<file path="config.mk">
export PLATFORM = sky130hd
export DESIGN_NAME = v2h_sqrt_cell
export DESIGN_NICKNAME = d
export VERILOG_FILES = /design/src/vector_to_hsv_color_assert.svh /design/src/v2h_pkg.sv /design/src/v2h_sqrt_cell.sv
export SDC_FILE = /design/constraint.sdc
export NUM_CORES = 1
export LEC_CHECK = 0
export BUFFER_PORTS_ARGS = -buffer_cell sky130_fd_sc_hd__buf_2
export CAP_MARGIN = 0
export CELL_PAD_IN_SITES_DETAIL_PLACEMENT = 1
export CELL_PAD_IN_SITES_GLOBAL_PLACEMENT = 2
export CORE_MARGIN = 8
export CORE_UTILIZATION = 27
export CTS_CLUSTER_DIAMETER = 80
export CTS_CLUSTER_SIZE = 16
export DETAILED_ROUTE_END_ITERATION = 16
export GPL_ROUTABILITY_DRIVEN = 0
export GPL_TIMING_DRIVEN = 0
export MAX_ROUTING_LAYER = met4
export PLACE_DENSITY = 0.83
export SYNTH_ARGS = -nofsm -noshare
export SYNTH_HDL_FRONTEND = slang
export SYNTH_SLANG_ARGS = --single-unit
</file>
<file path="constraint.sdc">
create_clock -name clk -period 2 [get_ports clk]
set_input_delay 0.2 -clock clk [delete_from_list [all_inputs] [get_ports clk]]
set_output_delay 0.2 -clock clk [all_outputs]
set_load 0.03 [all_outputs]
</file>
<file path="src/vector_to_hsv_color_assert.svh">
// Assertion macros shared by the vector to HSV color block.
`ifndef VECTOR_TO_HSV_COLOR_ASSERT_SVH
`define VECTOR_TO_HSV_COLOR_ASSERT_SVH

// Same-cycle implication, sampled on clk, off during reset.
`define V2H_ASSERT_SAME(lbl, ante, cons) \
    lbl: assert property (@(posedge clk) disable iff (!rst_n) (ante) |-> (cons)) \
        else $error("v2h: same-cycle check failed");

// Next-cycle implication, sampled on clk, off during reset.
`define V2H_ASSERT_NEXT(lbl, ante, cons) \
    lbl: assert property (@(posedge clk) disable iff (!rst_n) (ante) |=> (cons)) \
        else $error("v2h: next-cycle check failed");

`endif

</file>
<file path="src/v2h_pkg.sv">
// Types, constants and tables of the vector to HSV color block.
package v2h_pkg;

    localparam int VEC_W        = 16;
    localparam int CX_W         = 64;
    localparam int CX_SHIFT     = 60 - VEC_W;
    localparam int Z_W          = 34;
    localparam int CORDIC_STEPS = 28;
    localparam int SQ_W         = 2 * VEC_W;
    localparam int LEN_W        = 16;
    localparam int LEN2_W       = 2 * LEN_W;
    localparam int QUO_W        = 32;
    localparam int DIV_STEPS    = QUO_W;
    localparam int ROOT_W       = QUO_W / 2;
    localparam int SQRT_STEPS   = ROOT_W;
    localparam int SQ_REM_W     = ROOT_W + 2;
    localparam int SAT_W        = ROOT_W + 1;
    localparam int CFG_IDX_W    = 8;
    localparam int CFG_DATA_W   = 16;

    localparam logic [31:0]        QUARTER_TURN = 32'h4000_0000;
    localparam logic [SAT_W-1:0]   SAT_ONE      = SAT_W'(65536);
    localparam logic [LEN_W-1:0]   FULL_SCALE_RESET  = 16'd500;
    localparam logic [7:0]         VALUE_LEVEL_RESET = 8'd204;

    localparam logic [CFG_IDX_W-1:0] REG_FULL_SCALE  = 8'd0;
    localparam logic [CFG_IDX_W-1:0] REG_VALUE_LEVEL = 8'd1;

    // arctan(2^-i) in units of 2^-32 turn
    localparam logic [31:0] ATAN_TURNS [CORDIC_STEPS] = '{
        32'h20000000, 32'h12E4051E, 32'h09FB385B, 32'h051111D4, 32'h028B0D43,
        32'h0145D7E1, 32'h00A2F61E, 32'h00517C55, 32'h0028BE53, 32'h00145F2F,
        32'h000A2F98, 32'h000517CC, 32'h00028BE6, 32'h000145F3, 32'h0000A2FA,
        32'h0000517D, 32'h000028BE, 32'h0000145F, 32'h00000A30, 32'h00000518,
        32'h0000028C, 32'h00000146, 32'h000000A3, 32'h00000051, 32'h00000029,
        32'h00000014, 32'h0000000A, 32'h00000005
    };

    typedef struct packed {
        logic signed [VEC_W-1:0] vec_x;
        logic signed [VEC_W-1:0] vec_y;
    } vec_t;

    typedef struct packed {
        logic [7:0] red;
        logic [7:0] green;
        logic [7:0] blue;
    } rgb_t;

    function automatic logic [7:0] sat8(input logic [8:0] v);
        return v[8] ? 8'hFF : v[7:0];
    endfunction

endpackage

</file>
<file path="src/v2h_sqrt_cell.sv">
// One digit step of the integer square root: two radicand bits per cell.
module v2h_sqrt_cell (
    input  logic                            clk,
    input  logic                            en,
    input  logic [v2h_pkg::QUO_W-1:0]       rad_in,
    input  logic [v2h_pkg::ROOT_W-1:0]      root_in,
    input  logic [v2h_pkg::SQ_REM_W-1:0]    rem_in,
    output logic [v2h_pkg::QUO_W-1:0]       rad,
    output logic [v2h_pkg::ROOT_W-1:0]      root,
    output logic [v2h_pkg::SQ_REM_W-1:0]    rem
);
    logic [v2h_pkg::SQ_REM_W+1:0] tmp;
    logic [v2h_pkg::SQ_REM_W+1:0] trial;
    logic [v2h_pkg::SQ_REM_W+1:0] diff;
    logic                         ge;

    assign tmp   = {rem_in, rad_in[v2h_pkg::QUO_W-1 -: 2]};
    assign trial = {2'b00, root_in, 2'b01};
    assign ge    = tmp >= trial;
    assign diff  = tmp - trial;

    always_ff @(posedge clk)
    begin
        if (en)
        begin
            rem  <= ge ? diff[v2h_pkg::SQ_REM_W-1:0] : tmp[v2h_pkg::SQ_REM_W-1:0];
            root <= {root_in[v2h_pkg::ROOT_W-2:0], ge};
            rad  <= {rad_in[v2h_pkg::QUO_W-3:0], 2'b00};
        end
    end
endmodule

</file>
After elaboration in Yosys (flattened, before gate mapping)
Index checks and enable logic that the tools add are counted.
{"block": "op_classes", "add_sub_neg": 1, "n_lt_le_gt_ge": 1, "n_mux": 1}
{"op": "$ge A20 B18 Y1", "n": 1}
{"op": "$mux W18", "n": 1}
{"op": "$sub A18 B18 Y18", "n": 1}
{"block": "word_totals", "ff_bits": 64, "in_bits": 68, "output_inout_bits": 66, "word_cells": 6}

Longest topological paths before layout
{"block": "depth", "ltp_word": 2, "mapped_depth": 11, "depth_no_buf": 9}

Worst setup path before layout
No wires, ideal clock.
{"block": "synth_timing", "path_type": "input to register", "startpoint": "input port root_in[7] (netlist name)", "endpoint": "register rem[10] (netlist name) (data pin)", "setup_ns": 0.260, "arrival_ns": 1.919, "required_time_ns": 1.740, "setup_slack_ns": -0.178, "cell_stages": 11, "path_buffers": 2, "cell_sequence": "inv_1 > ha_1 > buf_2 > nand2_1 > nor2_1 > nand3_1 > nor2_1 > o21ai_2 > o211ai_4 > buf_6 > mux2_2"}
{"block": "synth_via", "elab_chain_len": 2, "word_cells_on_any_way": 3, "classes_between": "1 x add/sub; 1 x order compare; 1 x mux"}
{"element": "start, declared", "line_no": "v2h_sqrt_cell.sv:6", "text": "input logic [v2h_pkg::ROOT_W-1:0] root_in,"}
{"element": "$ge A20 B18 Y1", "line_no": "v2h_sqrt_cell.sv:19", "text": "assign ge = tmp >= trial;"}
{"element": "via ge", "line_no": "v2h_sqrt_cell.sv:15", "text": "logic ge;"}
{"element": "$mux W18", "line_no": "v2h_sqrt_cell.sv:26", "text": "rem <= ge ? diff[v2h_pkg::SQ_REM_W-1:0] : tmp[v2h_pkg::SQ_REM_W-1:0];"}
{"element": "end signal, assigned", "line_no": "v2h_sqrt_cell.sv:26"}
{"element": "end, declared", "line_no": "v2h_sqrt_cell.sv:10", "text": "output logic [v2h_pkg::SQ_REM_W-1:0] rem"}
The timed path passes the listed nets, and every way through them passes these cells.
A chain may end at the register's enable or synchronous reset.

Worst setup path after layout
{"block": "layout_timing", "startpoint": "input port rad_in[30] (netlist name)", "endpoint": "register rem[5] (netlist name) (data pin)"}
{"block": "layout_via", "elab_chain_len": 2, "word_cells_on_any_way": 3, "classes_between": "1 x add/sub; 1 x order compare; 1 x mux"}
{"element": "start, declared", "line_no": "v2h_sqrt_cell.sv:5", "text": "input logic [v2h_pkg::QUO_W-1:0] rad_in,"}
{"element": "$sub A18 B18 Y18 or $ge A20 B18 Y1 (tied branches)", "line_no": "v2h_sqrt_cell.sv:20, v2h_sqrt_cell.sv:19"}
{"element": "$mux W18 *", "line_no": "v2h_sqrt_cell.sv:26"}
Every way passes the cells marked *; elsewhere a longest branch is shown, timed or not.

==> results.md <==
- Crit path time final: ~1900 ps
- Max Cap Viol: 0
- RSZ-0062 raised after global routing: yes
- CORE AREA: 0.0114 mm2
- Crit Path Max Fanout: 6
- Clock-pin transition on the worst setup and hold timing paths: approximately 60 ps
- Status: completed
- CTS H-tree lvls: 3
- Layout overhead on the synthesized area: 47.8%
- Placed Area: 0.00424 mm2
- Clock sink count: 64
- Root buf cell: clkbuf_16
- Post-synthesis sequential area ratio: around three fifths
- First-pass GRT wire length: 13,100 um
- Initial antenna violation count: 0
- Final cell count without fillers: 527
- Compound-Gate Fraction of Synth Area: between 10% and 20%
- XOR/XNOR share of the synthesized area: around 4%
- Relative slew slack: 45.0%
- Largest family of logic cells by synthesized area: compound AO/OA/AOI/OAI gates
- Pin count of the biggest net entering global routing: 65
- Fillers: roughly 1,200
- Number of global-route vias before repair: between 2,000 and 3,000
- Biggest area consumer among synthesized cells: edfxtp_1
- CTS Buffer Depth: 2
- CTS tree: done
- PD cells: slightly above 900 mW/mm2
- Synth unique cells: 43
- Synthesized area per cell: around 14 um2
- Hold WC Path Type: input port to register
- Worst path arrival time: between 1500 and 2000 ps
- #FFs+latches synth: 64
- Io pins: roughly 130
- Buffers on Ports: approximately 130
- GRT Total Usage: between 10% and 20%
- Vias per cell: 4.49
- Via count: 2,364
- Num CTS Buffers: 9
- DRC: 0
- Worst setup SP type: input port
- Final wirelength: ~8600 um
- Number of synthesized flops with an enable pin: 64
- P_leak: slightly below 2 nW
- Synth Area in Adders: slightly above 7%
- Top cells by count, synth: edfxtp_1 (64), inv_1 (20), ha_1 (18), a21oi_1 (15), mux2_2 (13)
- Starting Density: between 20% and 30%
- Mapped cell area: 0.00314 mm2
- Top post-synthesis cells by area: edfxtp_1 (61%), ha_1 (7.2%), mux2_2 (4.7%)
- DRT Pass-1 Iters: 4
- Antenna Nets Post-Route: 0
- Mapped Cells: 230
- FMAX: between 0.5 and 0.6 GHz
- Fin. Hold Viols: 0
- Synth warn: 0
- Final Cycle Share: between 90% and 100%
- FP Rows: 39
- GRT overflow: 0
- Inserted Diodes: 0
- Final Cell Area: around 0.0046 mm2
- Slew Limit Fails: 0
- DR WL/cell: around 16 um
- Post-synthesis simple-gate area fraction: a little over 7%
- Share of the synthesized area in the top cell type: 61.2%
- Critical Path End Type: register
- Async S/R FF share, synth: 0%
- Placed insts: 505
- Min Hold Slack: 43.7 ps
- Worst vdd ir: approximately 0.40 mV
- Die Height: 124 um
- First-iteration detailed-routing DRC count: 62
- Final-report setup violation count: 0
- Die Width: between 100 and 150 um
- Most common cell in the netlist: edfxtp_1
- HPWL after detailed placement: 6650 um
- Share of cells above drive strength 1: 54.4%
- TNS Setup: 0 ps
- Setup CP Type: input port to register
- Die ar.: ~0.015 mm2
- Worst-margin pin slew: between 800 and 900 ps
- Proportion of synthesized area in mux cells: 6.34%
- Nets: about 470
- Main synth FF type: edfxtp_1
- Critical Path RT: 2080 ps
- Hold_buf cts: 0
[state kept, by name (all words and copies together) (netlist names)]
register and cells:
rem 18, root 16, rad 30
[logic make-up (layout without fill, tap and decap cells)]
group / Yosys count / after routing
simple gates: 46 / 46
fa+ha+maj: 18 / 18
buf+inv: 26 / 179
xor+xnor: 14 / 14
flops: 64 / 64
mux: 18 / 18
compound gates: 43 / 43
other cells: 1 / 2
[layer usage]
layer	global-route usage [%]	share of wire, %	routed length (um)	up-vias
met5	-	0	0	-
met4	4.97	1.6	138	0
met3	3.45	9.2	792	11
met2	19.4	48	4100	83
met1	12.6	41	3550	1116
li1	-	-	-	1154
[cell type report]
class,instances,area (um2),area share (%)
well taps,143,179,3.86
repair buffers,137,707,15.2
plain buffers,6,71.3,1.54
multi-input cells,141,1380,29.8
clock buffers,9,225,4.85
inverters,20,82.6,1.78
clock inverters,7,71.3,1.54
flip-flops and latches,64,1920,41.4
[metrics by stage]
step | util, % | total power, mW | setup WS (ps)
detailed placement | 37.3 | 2.76 | -492
global placement | 37.3 | 2.74 | -488
CTS | 40.1 | 4.36 | 22.3
finish | 40.8 | 4.32 | 110
global route | 40.8 | 4.51 | -1.66
floorplan | - | 2.44 | -30.6
[cell usage in the layout, fill, tap and decap left out, types with 9 or more instances in the layout]
cell type	synthesis	routed
ha_4	0	11
buf_2	2	130
nor2_1	11	9
mux2_2	13	9
xnor2_1	10	10
edfxtp_1	64	64
clkbuf_16	0	9
inv_1	20	19
nand2_1	12	10
a21oi_1	15	10
[where the power goes]
part / switching, mW / internal, mW
Sequential: 0.0285 / 1.65
Clock: 0.599 / 0.964
Combinational: 0.652 / 0.427
[critical path, stage by stage]
cell and delay (ps):
buf_2 120, inv_1 70, ha_1 230, nand2b_4 150
a21oi_2 200, nor2b_4 80, o21ai_4 180, o21ai_2 90
o211ai_4 140, buf_6 180, mux2_2 330
[timing repair]
| item | CTS | global route |
|---|---|---|
| endpoints found under the hold margin | 0 | 0 |
| endpoints found under the setup margin | 6 | 14 |
| buffers inserted | 3 | 3 |
| resized for setup | 0 | 11 |
| pin swaps | 1 | 5 |
[final timing paths]
kind / startpoint / end / cells after the start
hold / removal: rad_in[11] / rad[13]$_DFFE_PP_ / 1
setup / recovery: rad_in[30] / rem[5]$_DFFE_PP_ / 11
No activity file was read; power rests on OpenSTA's default activity.
