--- config.mk ---
export PLATFORM = sky130hd
export DESIGN_NAME = v2h_div_cell
export DESIGN_NICKNAME = d
export VERILOG_FILES = /design/src/vector_to_hsv_color_assert.svh /design/src/v2h_pkg.sv /design/src/v2h_div_cell.sv
export SDC_FILE = /design/constraint.sdc
export NUM_CORES = 1
export LEC_CHECK = 0
export BUFFER_PORTS_ARGS = -buffer_cell sky130_fd_sc_hd__buf_4
export CORE_ASPECT_RATIO = 1.5
export CORE_UTILIZATION = 45
export DETAILED_ROUTE_END_ITERATION = 10
export PLACE_DENSITY_LB_ADDON = 0.15
export SYNTH_ARGS = -nofsm -noshare
export SYNTH_HDL_FRONTEND = slang
export SYNTH_SLANG_ARGS = --single-unit
--- constraint.sdc ---
create_clock -name clk -period 3.4 [get_ports clk]
set_input_delay 0.17 -clock clk [delete_from_list [all_inputs] [get_ports clk]]
set_output_delay 0.17 -clock clk [all_outputs]
set_load 0.02 [all_outputs]
--- src/vector_to_hsv_color_assert.svh ---
// Assertion macros shared by the vector to HSV color block.
`ifndef VECTOR_TO_HSV_COLOR_ASSERT_SVH
`define VECTOR_TO_HSV_COLOR_ASSERT_SVH

// Same-cycle implication, sampled on clk, off during reset.
`define V2H_ASSERT_SAME(lbl, ante, cons) \
    lbl: assert property (@(posedge clk) disable iff (!rst_n) (ante) |-> (cons)) \
        else $error("v2h: same-cycle check failed");

// Next-cycle implication, sampled on clk, off during reset.
`define V2H_ASSERT_NEXT(lbl, ante, cons) \
    lbl: assert property (@(posedge clk) disable iff (!rst_n) (ante) |=> (cons)) \
        else $error("v2h: next-cycle check failed");

`endif

--- src/v2h_pkg.sv ---
// Types, constants and tables of the vector to HSV color block.
package v2h_pkg;

    localparam int VEC_W        = 16;
    localparam int CX_W         = 64;
    localparam int CX_SHIFT     = 60 - VEC_W;
    localparam int Z_W          = 34;
    localparam int CORDIC_STEPS = 28;
    localparam int SQ_W         = 2 * VEC_W;
    localparam int LEN_W        = 16;
    localparam int LEN2_W       = 2 * LEN_W;
    localparam int QUO_W        = 32;
    localparam int DIV_STEPS    = QUO_W;
    localparam int ROOT_W       = QUO_W / 2;
    localparam int SQRT_STEPS   = ROOT_W;
    localparam int SQ_REM_W     = ROOT_W + 2;
    localparam int SAT_W        = ROOT_W + 1;
    localparam int CFG_IDX_W    = 8;
    localparam int CFG_DATA_W   = 16;

    localparam logic [31:0]        QUARTER_TURN = 32'h4000_0000;
    localparam logic [SAT_W-1:0]   SAT_ONE      = SAT_W'(65536);
    localparam logic [LEN_W-1:0]   FULL_SCALE_RESET  = 16'd500;
    localparam logic [7:0]         VALUE_LEVEL_RESET = 8'd204;

    localparam logic [CFG_IDX_W-1:0] REG_FULL_SCALE  = 8'd0;
    localparam logic [CFG_IDX_W-1:0] REG_VALUE_LEVEL = 8'd1;

    // arctan(2^-i) in units of 2^-32 turn
    localparam logic [31:0] ATAN_TURNS [CORDIC_STEPS] = '{
        32'h20000000, 32'h12E4051E, 32'h09FB385B, 32'h051111D4, 32'h028B0D43,
        32'h0145D7E1, 32'h00A2F61E, 32'h00517C55, 32'h0028BE53, 32'h00145F2F,
        32'h000A2F98, 32'h000517CC, 32'h00028BE6, 32'h000145F3, 32'h0000A2FA,
        32'h0000517D, 32'h000028BE, 32'h0000145F, 32'h00000A30, 32'h00000518,
        32'h0000028C, 32'h00000146, 32'h000000A3, 32'h00000051, 32'h00000029,
        32'h00000014, 32'h0000000A, 32'h00000005
    };

    typedef struct packed {
        logic signed [VEC_W-1:0] vec_x;
        logic signed [VEC_W-1:0] vec_y;
    } vec_t;

    typedef struct packed {
        logic [7:0] red;
        logic [7:0] green;
        logic [7:0] blue;
    } rgb_t;

    function automatic logic [7:0] sat8(input logic [8:0] v);
        return v[8] ? 8'hFF : v[7:0];
    endfunction

endpackage

--- src/v2h_div_cell.sv ---
// One restoring division step: one quotient bit per cell.
module v2h_div_cell (
    input  logic                          clk,
    input  logic                          en,
    input  logic [v2h_pkg::LEN2_W-1:0]    len2,
    input  logic [v2h_pkg::LEN2_W-1:0]    rem_in,
    input  logic [v2h_pkg::QUO_W-1:0]     quo_in,
    output logic [v2h_pkg::LEN2_W-1:0]    rem,
    output logic [v2h_pkg::QUO_W-1:0]     quo
);
    logic [v2h_pkg::LEN2_W:0] r2;
    logic [v2h_pkg::LEN2_W:0] diff;
    logic                     ge;

    assign r2   = {rem_in, 1'b0};
    assign ge   = r2 >= {1'b0, len2};
    assign diff = r2 - {1'b0, len2};

    always_ff @(posedge clk)
    begin
        if (en)
        begin
            rem <= ge ? diff[v2h_pkg::LEN2_W-1:0] : r2[v2h_pkg::LEN2_W-1:0];
            quo <= {quo_in[v2h_pkg::QUO_W-2:0], ge};
        end
    end
endmodule

After elaboration in Yosys (flattened, before gate mapping)
Cells that the tools add are included.
- $add $sub $neg: 1
- magnitude comparators: 1
- muxes and demuxes: 1
- operators with widths (kind ; count):
    $ge A33 B32 Y1 ; 1
    $mux W32 ; 1
    $sub A32 B32 Y32 ; 1
- input port bits: 98
- bits in registers: 64
- output and inout bits: 64
- word-level logic and storage cells: 6

Logic depth before layout (Yosys ltp)
Gate-level depths: netlist of run 1.
- depth after elaboration: 2
- gate-level depth with buffers: 14
- depth with buffers taken out: 11

Worst setup path before layout of run 1
No wires, ideal clock.
- path kind: input -> register
- start: input len2[10] (netlist name)
- end: register rem[10] (netlist name), data pin
- stages: 13
- path buffers: 2
- path slack: 0.508 ns
- library setup time: 0.260 ns
- data arrival time: 2.632 ns
- required time: 3.140 ns
- cells stage by stage: inv_1 > ha_1 > a211oi_2 > nor2_1 > or4b_4 > o2111ai_2 > a21oi_2 > o21ai_4 > and3_4 > buf_12 > inv_8 > buf_12 > mux2_4
- word-level cells in the longest chain between the ends: 2
- elaborated cells between the ends (all ways): 3
- those cells by class: add/sub (1); order compare (1); mux (1)
- ends and longest elaborated chain (element ; line ; RTL):
    start: declaration ; v2h_div_cell.sv:5 ; input logic [v2h_pkg::LEN2_W-1:0] len2,
    $sub A32 B32 Y32 / $ge A33 B32 Y1 (equally long branches) ; v2h_div_cell.sv:17, v2h_div_cell.sv:16 ;
    $mux W32 (*) ; v2h_div_cell.sv:23 ; rem <= ge ? diff[v2h_pkg::LEN2_W-1:0] : r2[v2h_pkg::LEN2_W-1:0];
    end signal: assignment ; v2h_div_cell.sv:23 ;
    end: declaration ; v2h_div_cell.sv:8 ; output logic [v2h_pkg::LEN2_W-1:0] rem,
Every way passes the cells marked *; elsewhere a longest branch is shown, timed or not.
A chain may end at the register's enable or synchronous reset.

Worst setup path after layout of run 1
- start: input len2[10] (netlist name)
- end: register rem[23] (netlist name), data pin
Same word-level chain as after synthesis.

==> reports/results.ini, run 1 <==
[run_status]
outcome=completed

[yosys]
synth.area.mux_share_pct=9.11
yosys_register_bits=64
syn_nets=515
yosys.area_share.simple_pct=10.1
synth_top_family_by_area=compound AO/OA/AOI/OAI gates
synth_xor_area_share_pct=5.05
synth_compound_area_share_pct=16.2
synthAdderAreaFrac_pct=9.69
synth_edf_count=64
syn_inst=384
avgSynthCellArea_um2=11.3
synth-seq-area-share_pct=44.3
synth.distinct_cells=56
syn_area_um2=4340
ys_warn_count=0
async_flop_share_pct=0
synthFlopType=edfxtp_1

[cts]
post_cts_buffers=0
clock-root-buffer=clkbuf_16
cts_hold_buf=0
cts_buffer_depth=2
clk_pin_slew_ps=50
cts_resized=0
clkSinkCount=64
cts_max_level=3
numCtsBuffers=9
tritoncts=built

[power_and_ir_drop]
combPwrFrac_pct=30.7
seqPwrFrac_pct=36.0
power_switching_uw=785
max-vdd-ir-drop_mv=0.367
p_int_mw=2.05
p_total_mw=2.84
p_clk_share_pct=33.3
powerDensity_nw_per_um2=481
p_leak_nw=2.72
switching_share_pct=27.7

[global_routing]
grt.busiest_layer=met2
grt_max_degree=65
use_met3_pct=4.91
grt_usage_pct=21.5
use_met2_pct=39.8
grt_use_met1_pct=23.4
grt_pass1_wl_um=16100
grt_pass1_vias=3503
antenna_found_initial=0
gr-total-overflow=0

[timing]
fin_crit_ps=2830
min_period_over_period_pct=83.4
rsz0062_at_grt=no
finalHoldViolations=0
tightest_slew_ps=833
finalSetupViolCount=0
clock.fmax_mhz=353
relSlewSlack_pct=44.5
timing.setup.tns_ps=0
slew_violations=0

[critical_path]
end_kind=flop
critPathMaxFanout=6
cp.required_ps=3470
critPathLaunchType=input pin
critPathArrivalTime_ps=2910
critical_path_class=in -> reg

[final_layout]
layout_common_cells=162 x buf_4, 64 x edfxtp_1, 35 x inv_1
fin_nets=675
fillers=783
synthToLayoutAreaGrowth_pct=36.0
regArea_um2=1920
multi_input_area_um2=2180
final_common_cell=buf_4
antennaDiodeCount=0
drive_gt1_share_pct=38.7

[min_path]
hold_class=in -> reg
worstHoldEndpoint=quo[3]
hold_depth=1
worstHoldStart=quo_in[2]

[die]
die-area_um2=10000
die_h_um=122
num_rows=43
start_util_pct=46.6
fp.dieW_um=82.2
core_area_um2=9310
io_pins=162

[detailed_routing]
postRouteAntennaNets=0
vias=3601
first_iter_violations=121
wl_per_cell_um=16.0
drc=0
routed_wl_um=10600
firstDrtPassIters=4
via_per_inst=5.46

[placement]
routabilityCongestion=0.885
dp.final_hpwl_um=8260
io_buffers=160

[flow_run]
cap_violations=0

-- sequential cells by signal, summed over array words and instances, names as in the netlist --
signal  flops
quo        32
rem        32
-- stage by stage --
| step | hold slack [ps] | cell area, µm² | std cells | worst slack (ps) | util, % |
|---|---|---|---|---|---|
| floorplan | 269 | 4340 | 384 | 508 | - |
| global route | 8.54 | 5900 | 660 | 353 | 63.4 |
| CTS | 4.66 | 5900 | 660 | 557 | 63.4 |
| global placement | 348 | 5600 | 645 | 274 | 60.1 |
| finish | 20.4 | 5900 | 660 | 565 | 63.4 |
| detailed placement | 350 | 5600 | 645 | 225 | 60.1 |
-- per-layer routing --
metal  up-vias  wire length [µm]
met5         -                 0
met4         0               107
met3         6               691
met2       129              5800
met1      1702              4000
li1       1764                 -
-- cell families (layout without fill, tap and decap cells) --
kind of cell    count (synthesis)  after routing
compound gates                102            102
fa+ha+maj                      33             33
simple gates                   82             82
flops                          64             64
xor+xnor                       25             25
mux                            29             29
buf+inv                        49            213
-- cell type report --
cell class | count | area share (%)
timing repair buffer | 162 | 20.6
clock inverter | 5 | 1.23
tap | 112 | 2.38
inverter | 36 | 2.42
multi-input combinational | 271 | 36.9
sequential | 64 | 32.6
clock buffer | 10 | 3.88
-- cell usage after synthesis (all sizes together), types with 2 or more instances --
cell | number | area, µm²
o31ai | 6 | 45.0
a211o | 2 | 17.5
or3 | 3 | 18.8
ha | 32 | 400
xor2 | 11 | 96.3
mux2i | 2 | 20.0
edfxtp | 64 | 1920
xnor2 | 14 | 123
o221ai | 2 | 17.5
or2 | 2 | 12.5
clkbuf | 9 | 33.8
a211oi | 4 | 35.0
a21oi | 24 | 124
a21o | 15 | 113
o21a | 7 | 52.6
o211ai | 4 | 30.0
and2 | 4 | 25.0
and3 | 4 | 30.0
o21ai | 20 | 111
nand2b | 3 | 18.8
nand3 | 6 | 30.0
nand4 | 12 | 75.1
buf | 4 | 63.8
mux2 | 27 | 375
a31oi | 4 | 25.0
nor3 | 4 | 20.0
nor2b | 4 | 25.0
nand2 | 15 | 56.3
o21bai | 2 | 15.0
inv | 36 | 143
a21boi | 4 | 30.0
nor2 | 18 | 67.6
-- worst max-delay path, cell delays in order --
cell	delay, ps
buf_4	80
inv_1	30
ha_1	370
a211oi_2	320
nor2_1	100
or4b_4	510
o21a_1	230
a221oi_2	340
o21ai_0	270
xor2_1	210
mux2_4	280
-- power by group through the flow --
stage	Combinational, mW	Sequential (mW)	Clock (mW)
after floorplan	0.431	1.16	0
after global placement	0.856	1.03	0
after detailed placement	0.872	1.04	0
after CTS	0.876	1.02	0.969
after global routing	0.946	1.03	1.00
final	0.871	1.02	0.944
-- how the worst max path moves through the flow --
| stage | startpoint | endpoint | slack [ps] | depth (start not counted) |
|---|---|---|---|---|
| after floorplan | len2[10] | rem[10] | 510 | 13 |
| after global placement | len2[10] | rem[23] | 270 | 11 |
| after detailed placement | len2[10] | rem[23] | 230 | 11 |
| after CTS | len2[10] | rem[23] | 560 | 11 |
| after global routing | len2[14] | rem[31] | 350 | 10 |
| final | len2[10] | rem[23] | 570 | 11 |
Note: power is estimated with default switching activity, not from simulation.
==> run 2: changes to the inputs <==
--- a/config.mk
+++ b/config.mk
@@ -5,6 +5,7 @@
 export SDC_FILE = /design/constraint.sdc
 export NUM_CORES = 1
 export LEC_CHECK = 0
+export ABC_AREA = 1
 export BUFFER_PORTS_ARGS = -buffer_cell sky130_fd_sc_hd__buf_4
 export CORE_ASPECT_RATIO = 1.5
 export CORE_UTILIZATION = 45
==> constraint.sdc (replaced) <==
create_clock -name clk -period 2.3 [get_ports clk]
set_input_delay 0.115 -clock clk [delete_from_list [all_inputs] [get_ports clk]]
set_output_delay 0.115 -clock clk [all_outputs]
set_load 0.02 [all_outputs]
==> reports/results.ini, run 2 <==
[detailed_routing]
first_iter_violations=224
wl_per_cell_um=14.3
firstDrtPassIters=4
vias=5102
routed_wl_um=15300
drc=0
via_per_inst=4.76
postRouteAntennaNets=0

[cts]
cts_max_level=3
cts_hold_buf=31
tritoncts=built
clk_pin_slew_ps=60
clock-root-buffer=clkbuf_16
cts_buffer_depth=2
post_cts_buffers=0
cts_resized=0
numCtsBuffers=9
clkSinkCount=64

[timing]
min_period_over_period_pct=81.4
finalHoldViolations=0
fin_crit_ps=1870
slew_violations=0
rsz0062_at_grt=no
finalSetupViolCount=0
timing.setup.tns_ps=0
tightest_slew_ps=837
whs_ps=88.0
relSlewSlack_pct=44.2
clock.fmax_mhz=534

[global_routing]
grt_pass1_vias=5001
gr-total-overflow=0
grt_pass1_wl_um=23900
grt_usage_pct=27.1
antenna_found_initial=0
grt_max_degree=65

[placement]
io_buffers=160
routabilityCongestion=0.876
dp.final_hpwl_um=11800
placed_cell_area_um2=6500

[critical_path]
critPathArrivalTime_ps=1960
critPathMaxFanout=16
end_kind=flop
critPathLaunchType=input pin
critical_path_class=in -> reg
cp.required_ps=2390

[final_layout]
reg.largest.list=quo (32), rem (32)
synthToLayoutAreaGrowth_pct=40.3
final_common_cell=nand2_1
layout_common_cells=277 x nand2_1, 171 x buf_4, 151 x inv_1
final_area_um2=7140
drive_gt1_share_pct=22.9
fin_nets=1051
antennaDiodeCount=0

[yosys]
yosysTopAreaCell=edfxtp_1
syn_nets=847
async_flop_share_pct=0
yosys_register_bits=64
syn_inst=716
ys_warn_count=0
yosysMostFrequentCell=nand2_1
synth-seq-area-share_pct=37.8
synth_edf_count=64
avgSynthCellArea_um2=7.11
synth.distinct_cells=24
synthFlopType=edfxtp_1
synth_top_area_share_pct=37.8
syn_area_um2=5090
synthTopCellsByCount=277 x nand2_1, 151 x inv_1, 64 x edfxtp_1, 54 x nand3_1, 36 x nor2_1
synthTopCellsByArea=edfxtp_1 38%, nand2_1 20%, inv_1 11%

[die]
start_util_pct=46.3
num_rows=47
die-area_um2=11700
io_pins=162
die_h_um=132
core_area_um2=11000
fp.dieW_um=88.8

[power_and_ir_drop]
powerDensity_nw_per_um2=623
p_leak_nw=3.91
max-vdd-ir-drop_mv=0.347

[run_status]
outcome=completed

[flow_run]
cap_violations=0

[min_path]
hold_class=in -> reg

==> run 2: changes by cell type after synthesis, sizes merged, moves of 19 or more <==
| cell | before | now |
|---|---|---|
| nand2 | 15 | 282 |
| inv | 36 | 151 |
| nand3 | 6 | 68 |
| mux2 | 27 | 0 |
| nor2 | 18 | 39 |
| o21ai | 20 | 1 |
==> run 2: cell type report <==
type / instances / area, µm²
Tap cell: 147 / 184
Multi-Input combinational cell: 491 / 2520
Clock buffer: 9 / 225
Sequential cell: 64 / 1920
Clock inverter: 7 / 105
Inverter: 151 / 567
Fill cell: 971 / 3860
Timing Repair Buffer: 203 / 1610
==> run 2: where the power goes <==
part | switching, mW | total [mW] | internal [mW]
logic | 0.825 | 1.41 | 0.582
clock network | 0.589 | 1.55 | 0.963
registers | 0.0353 | 1.49 | 1.45
total | 1.45 | 4.45 | 3.00
==> run 2: layer usage <==
layer	routed length (µm)	GRT usage, %	vias up
met4	641	13.0	0
met5	0	0	-
met2	8390	51.1	144
met1	5760	28.6	2293
met3	525	2.94	37
li1	-	-	2628
==> run 2: kinds of logic (layout without fill, tap and decap cells) <==
kind of cell | Yosys count | after routing | share of synthesized area [%]
buffers and inverters | 161 | 370 | 12.7
and+or+nand+nor | 419 | 419 | 36.3
adders and majority gates | 33 | 33 | 8.26
AOI/OAI and AO/OA | 25 | 25 | 2.56
DFF | 64 | 64 | 37.8
xor gates and xnor gates | 14 | 14 | 2.41
==> run 2: worst paths after layout <==
path / slack (ps) / endpoint / startpoint / cells past startpoint
setup / recovery: 430 / rem[8] / rem_in[20] / 12
hold / removal: 90 / rem[29] / rem_in[28] / 3
==> run 2: worst max-delay path, cell delays in order <==
cell and delay, ps:
buf_4 110, ha_1 380, nand2_1 120, nor2_1 200
nand2_1 130, nor2_1 260, nand2_1 90, nand2_1 80
nor2_2 70, buf_4 210, nand3_1 100, nand2_1 70
==> run 2: per-stage QoR <==
stage / instances / utilization (%) / setup slack (ps) / total power [mW]
after floorplan: 716 / - / 594 / 2.33
after global placement: 1025 / 59.1 / 93.2 / 2.85
after detailed placement: 1025 / 59.1 / 76.1 / 2.87
after CTS: 1072 / 64.9 / 414 / 4.46
after global routing: 1072 / 64.9 / 286 / 4.67
final: 1072 / 64.9 / 427 / 4.45
